[src/hw/rtl/tcspq_pkg.sv]
// ----------------------------------------------------------------------------
// tcspq_pkg
// Shared sizes, codes and types of the two-class strict priority queue.
// ----------------------------------------------------------------------------
package tcspq_pkg;

    // Queue sizing
    localparam int FIFO_DEPTH = 128;
    localparam int PTR_W      = $clog2(FIFO_DEPTH);
    localparam int TAIL_W     = PTR_W + 1;
    localparam int CNT_W      = $clog2(FIFO_DEPTH + 1);
    localparam int BYTES_W    = $clog2(FIFO_DEPTH * 65535 + 1);

    // Field widths
    localparam int OP_W     = 2;
    localparam int PROTO_W  = 8;
    localparam int PORT_W   = 16;
    localparam int LEN_W    = 16;
    localparam int HANDLE_W = 16;
    localparam int STATUS_W = 3;
    localparam int ENTRY_W  = HANDLE_W + LEN_W;

    // Configuration widths
    localparam int MODE_W = 1;
    localparam int MAXP_W = 8;
    localparam int MAXB_W = 23;
    localparam int CFG_W  = 23;
    localparam int CIDX_W = 2;

    // Compare widths for the admission checks
    localparam int CMP_W = (CNT_W > MAXP_W) ? CNT_W : MAXP_W;
    localparam int SUM_W = ((BYTES_W > MAXB_W) ? BYTES_W : MAXB_W) + 1;

    // Stream packing
    localparam int S_TDATA_W = 56;
    localparam int S_TUSER_W = OP_W;
    localparam int M_TDATA_W = 32;
    localparam int M_TUSER_W = 4;

    // Operation codes
    localparam logic [OP_W-1:0] OP_ENQ  = 2'd0;
    localparam logic [OP_W-1:0] OP_DEQ  = 2'd1;
    localparam logic [OP_W-1:0] OP_PEEK = 2'd2;

    // Result status codes
    localparam logic [STATUS_W-1:0] ST_ACCEPTED = 3'd0;
    localparam logic [STATUS_W-1:0] ST_DROPPED  = 3'd1;
    localparam logic [STATUS_W-1:0] ST_REJECTED = 3'd2;
    localparam logic [STATUS_W-1:0] ST_SERVED   = 3'd3;
    localparam logic [STATUS_W-1:0] ST_EMPTY    = 3'd4;

    // IP protocol numbers
    localparam logic [PROTO_W-1:0] PROTO_UDP = 8'd17;
    localparam logic [PROTO_W-1:0] PROTO_TCP = 8'd6;

    // Register indexes
    localparam logic [CIDX_W-1:0] CFG_LIMIT_MODE  = 2'd0;
    localparam logic [CIDX_W-1:0] CFG_MAX_PACKETS = 2'd1;
    localparam logic [CIDX_W-1:0] CFG_MAX_BYTES   = 2'd2;
    localparam logic [CIDX_W-1:0] CFG_HIGH_PORT   = 2'd3;

    // Register reset values
    localparam logic [MODE_W-1:0] RST_LIMIT_MODE  = 1'b0;
    localparam logic [MAXP_W-1:0] RST_MAX_PACKETS = 8'd100;
    localparam logic [MAXB_W-1:0] RST_MAX_BYTES   = 23'd6553500;
    localparam logic [PORT_W-1:0] RST_HIGH_PORT   = 16'd3000;

    // Controller to datapath commands
    typedef struct packed {
        logic latch;
        logic exec;
        logic fetch;
        logic load_out;
    } cmd_t;

endpackage

[src/hw/rtl/tcspq_ctrl.sv]
// ----------------------------------------------------------------------------
// tcspq_ctrl
// Sequencer: accepts one word, steps the datapath, hands off the result.
// ----------------------------------------------------------------------------
module tcspq_ctrl (
    input  logic              clk,
    input  logic              rst_n,
    input  logic              s_tvalid,
    output logic              s_tready,
    output logic              m_tvalid,
    input  logic              m_tready,
    input  logic              need_fetch,
    output tcspq_pkg::cmd_t   cmd
);
    import tcspq_pkg::*;

    localparam logic [1:0] S_IDLE  = 2'd0;
    localparam logic [1:0] S_EXEC  = 2'd1;
    localparam logic [1:0] S_FETCH = 2'd2;
    localparam logic [1:0] S_OUT   = 2'd3;

    logic [1:0] state_reg, state_next;
    logic       out_valid_reg, out_valid_next;

    // Next state and commands
    always_comb
    begin
        state_next     = state_reg;
        out_valid_next = out_valid_reg;
        cmd            = '0;
        s_tready       = 1'b0;
        if (out_valid_reg && m_tready)
        begin
            out_valid_next = 1'b0;
        end
        unique case (state_reg)
            S_IDLE:
            begin
                s_tready = 1'b1;
                if (s_tvalid)
                begin
                    cmd.latch  = 1'b1;
                    state_next = S_EXEC;
                end
            end
            S_EXEC:
            begin
                cmd.exec   = 1'b1;
                state_next = need_fetch ? S_FETCH : S_OUT;
            end
            S_FETCH:
            begin
                cmd.fetch  = 1'b1;
                state_next = S_OUT;
            end
            S_OUT:
            begin
                // output register free or being drained this cycle
                if (!out_valid_reg || m_tready)
                begin
                    cmd.load_out   = 1'b1;
                    out_valid_next = 1'b1;
                    state_next     = S_IDLE;
                end
            end
            default:
            begin
                state_next = S_IDLE;
            end
        endcase
    end

    always_ff @(posedge clk or negedge rst_n)
    begin
        if (!rst_n)
        begin
            state_reg     <= S_IDLE;
            out_valid_reg <= 1'b0;
        end
        else
        begin
            state_reg     <= state_next;
            out_valid_reg <= out_valid_next;
        end
    end

    assign m_tvalid = out_valid_reg;

endmodule

[config.mk]
export PLATFORM = sky130hd
export DESIGN_NAME = tcspq_ctrl
export DESIGN_NICKNAME = d
export VERILOG_FILES = /design/src/hw/rtl/tcspq_pkg.sv /design/src/hw/rtl/tcspq_ctrl.sv
export SDC_FILE = /design/constraint.sdc
export NUM_CORES = 1
export LEC_CHECK = 0
export BUFFER_PORTS_ARGS = -buffer_cell sky130_fd_sc_hd__buf_2
export CAP_MARGIN = 20
export CORE_AREA = 2 2 39 41
export DETAILED_ROUTE_END_ITERATION = 7
export DIE_AREA = 0 0 41 43
export HOLD_SLACK_MARGIN = 0.05
export PLACE_DENSITY = 0.36
export SLEW_MARGIN = 20
export SYNTH_ARGS = -nofsm -noshare
export SYNTH_HDL_FRONTEND = slang
export SYNTH_SLANG_ARGS = --single-unit
export TNS_END_PERCENT = 5
[constraint.sdc]
create_clock -name clk -period 2.7 [get_ports clk]
set_input_delay 0 -clock clk [delete_from_list [all_inputs] [get_ports clk]]
set_output_delay 0 -clock clk [all_outputs]
set_load 0.01 [all_outputs]
[After elaboration in Yosys (flattened, before gate mapping)]
Cells that the tools add are included.
Word-level totals
  bits in registers: 3
  input port bits: 5
  output and inout bits: 6
Operators by class
  equality and inequality tests: 5
  muxes and demuxes: 14
  reductions and logical operators: 5
Operators by type and width (number)
  two-way mux 1 bit: 11
  case mux 2 bit (4 select lines): 1
  == test 2 bit, second input constant: 2
  two-way mux 2 bit: 2
  inequality test 2 bit, second input constant: 2
  == test 2 x 1 -> 1 bit, second input constant: 1
  zero test 2 bit: 1
  AND reduction 2 bit: 1
  logical AND 1 bit: 1
  zero test 1 bit: 1
  logical OR 1 bit: 1

[Logic depth before layout (Yosys ltp)]
  depth after elaboration: 4
  depth in mapped cells: 5

[Worst setup path after synthesis]
Ideal clock, no wire load.
  kind: register to register
  start: reg state_reg[0]
  end: reg state_reg[1]
  setup time: 0.125 ns
  arrival time: 1.238 ns
  required time: 2.575 ns
  path slack: 1.337 ns
  stages on the path, launching flop included: 6
  path through: dfrtp_1 -> inv_1 -> ha_1 -> inv_1 -> o21ai_2 -> mux2_4
Between the ends
  longest elaborated chain between the ends: 3
Ends and longest elaborated chain
  start, declared: line tcspq_ctrl.sv:22  | logic [1:0] state_reg, state_next;
  start signal, assigned: line tcspq_ctrl.sv:82  | state_reg <= state_next;
  == test 2 bit / zero test 2 bit (equally long branches): line tcspq_ctrl.sv:36  | unique case (state_reg)
  inequality test 2 bit (no source line)
  AND reduction 2 bit (no source line)
Several ways; a longest one is shown, not always the timed one.
A chain may end at the register's enable or synchronous reset.

[Worst setup path in the final report]
Ends and elaborated chain as after synthesis.

==> impl_metrics.env <==
export IMPL_yosysUniqueCellTypes=11
export IMPL_syn_area_um2=231
export IMPL_grt_pass1_wl_um=676
export IMPL_cp_max_fo=5
export IMPL_ant_nets=0
export IMPL_synth_yosys_seq_area_share_pct=32.4
export IMPL_track_usage_pct=6.24
export IMPL_worst_ep_required_time_ns=2.81
export IMPL_die_x_um=41
export IMPL_die_height_um=43
export IMPL_areaGrowthSynthToFinish_pct=45.9
export IMPL_cp_cell_sequence="inv_1 -> ha_1 -> inv_1 -> o21ai_2 -> mux2_4"
export IMPL_layout_common_cells="buf_2 (10), ha_1 (4)"
export IMPL_clk_path_buf_depth=2
export IMPL_layout_drive_gt1_share_pct=44.4
export IMPL_drt_wirelength_per_cell_um=8.08
export IMPL_cp_slowest_cell="dfrtp_1"
export IMPL_n_antenna_cell=0
export IMPL_synth_area_leader_cell="dfrtp_1"
export IMPL_rows=14
export IMPL_portBuffers=10
export IMPL_synth_warnings=0
export IMPL_routed_wl_um=420
export IMPL_cts_sinks=3
export IMPL_num_vias=188
export IMPL_grt_max_degree=6
export IMPL_cts_root_buf="clkbuf_4"
export IMPL_worstMarginPinSlew_ns=0.179
export IMPL_io_pin_count=11
export IMPL_final_hold_viol_count=0
export IMPL_hpwlAfterDp_um=371
export IMPL_cts_buffers=3
export IMPL_critPathBufInv=2
export IMPL_fin_skew_ns=0.000294
export IMPL_setup_violations_final=0
export IMPL_synth_top_area_share_pct=32.4
export IMPL_drtIter0Drc=0
export IMPL_drv_cap=0
export IMPL_viasPerCell=3.62
export IMPL_postCtsSetupRepairBufs=0
export IMPL_min_period_ns=1.38
export IMPL_final_common_cell="buf_2"
export IMPL_syn_area_per_cell_um2=11.0
export IMPL_antenna_found_initial=0
export IMPL_finalMaxSlewViolations=0
export IMPL_rsz0062_at_grt="false"
export IMPL_cpPeakStageDelay_ns=0.41
export IMPL_ys_seq_elements=3
export IMPL_htreeDepth=1
export IMPL_worst_setup_path_type="flip-flop to flip-flop"
export IMPL_peakVddDrop_v=0.000176
export IMPL_clk_latency_ns=0.23
export IMPL_first_global_vias=180
export IMPL_status="completed"
export IMPL_slew_headroom_pct=88.1
export IMPL_syn_inst=21
export IMPL_cp_top_family="flip-flops"
export IMPL_crit_top_cell="inv_1"
export IMPL_grt_overflow_total=0
export IMPL_synth_fp_nets=30
export IMPL_start_util_pct=16.7
export IMPL_power_density_mw_per_mm2=1140
export IMPL_largest_register_ffs=2
export IMPL_layout_nets=46
export IMPL_gp_congestion=0.687
export IMPL_tns_ns=0
export IMPL_hold_path_class="input pin to flip-flop"
export IMPL_worstSetupEndpointType="flip-flop"
export IMPL_die_area_mm2=0.00176
export IMPL_critPathArrivalTime_ns=1.48
export IMPL_min_period_over_period_pct=51.0
export IMPL_dp_cells=47
export IMPL_final_cells=52
export IMPL_leakagePower_nw=0.195
export IMPL_drc=0
export IMPL_synthTopCellsByArea="dfrtp_1 (32%), ha_1 (22%), nand3b_4 (8.6%)"
export IMPL_coreArea_mm2=0.00138
export IMPL_worstSetupStartpointType="flip-flop"
export IMPL_path_clk_slew_ns=0.04
export IMPL_clock_fmax_mhz=727
export IMPL_dr_pass1_iters=1
export IMPL_power_uw=384
export IMPL_cts_tree="done"
final cells by class:
| class | instances | area (µm²) |
|---|---|---|
| Clock buffer | 4 | 26.3 |
| Tap cell | 16 | 20.0 |
| Fill cell | 168 | 1050 |
| Timing Repair Buffer | 11 | 60.1 |
| Multi-Input combinational cell | 15 | 145 |
| Inverter | 3 | 11.3 |
| Sequential cell | 3 | 75.1 |
report_power, final:
part / switching, mW / internal, mW / total, mW / leakage [nW]
Sequential: 0.0312 / 0.0702 / 0.101 / 0.0353
Combinational: 0.0988 / 0.108 / 0.207 / 0.144
Clock: 0.0207 / 0.0552 / 0.0759 / 0.0150
Yosys cell counts:
library cell / instances
and2_1: 2
o21ai_2: 1
ha_1: 4
inv_1: 3
nand2b_1: 3
o2bb2a_1: 1
dfrtp_1: 3
a31oi_1: 1
mux2_4: 1
nor2_1: 1
nand3b_4: 1
worst min-delay path, stage by stage:
cell,delay (ns)
buf_2,0.08
nand2b_1,0.11
nand2b_1,0.06
worst paths after layout:
| kind | start | endpoint | slack, ns | depth (start not counted) |
|---|---|---|---|---|
| worst max-delay path | state_reg[0] | state_reg[1] | 1.32 | 5 |
| worst min-delay path | m_tready | m_tvalid | 0.07 | 3 |
| worst max register to register | state_reg[0] | state_reg[1] | 1.32 | 5 |
| worst min register to register | m_tvalid | m_tvalid | 0.59 | 2 |
| max in group asynchronous | rst_n | m_tvalid | 2.50 | 2 |
| min in group asynchronous | rst_n | state_reg[1] | 0.10 | 2 |
stage by stage:
| step | hold WS, ns | setup WS [ns] | util, % | instance area (µm²) |
|---|---|---|---|---|
| 2_1_floorplan | -0.296 | 1.34 | - | 231 |
| 3_3_place_gp | -0.201 | 1.35 | 21.8 | 302 |
| 3_5_place_dp | -0.201 | 1.31 | 21.8 | 302 |
| 4_1_cts | 0.0652 | 1.31 | 24.4 | 338 |
| 5_1_grt | 0.0622 | 1.20 | 24.4 | 338 |
| 6_report | 0.0668 | 1.32 | 24.4 | 338 |
cell families (layout without fill, tap and decap cells):
logic type,Yosys count,count (layout),synth area share (%)
flip-flops,3,3,32.4
multiplexers,1,1,6.48
AND/OR/NAND/NOR,7,7,23.8
adder cells (fa/ha/maj),4,4,21.6
AO/OA/AOI/OAI,3,3,10.8
buffers and inverters,3,18,4.86
routing by layer:
metal / GRT usage, % / share of wire [%] / vias up
met4: 8.00 / 0 / 0
met5: 0 / 0 / -
met2: 8.13 / 57 / 3
met1: 6.82 / 39 / 87
li1: - / - / 98
met3: 1.57 / 3.3 / 0
repair_timing:
item / CTS / global route
hold endpoints to repair: 3 / 0
hold buffers: 1 / 0
resized for setup: 0 / 0
(Power assumes the default switching activity.)
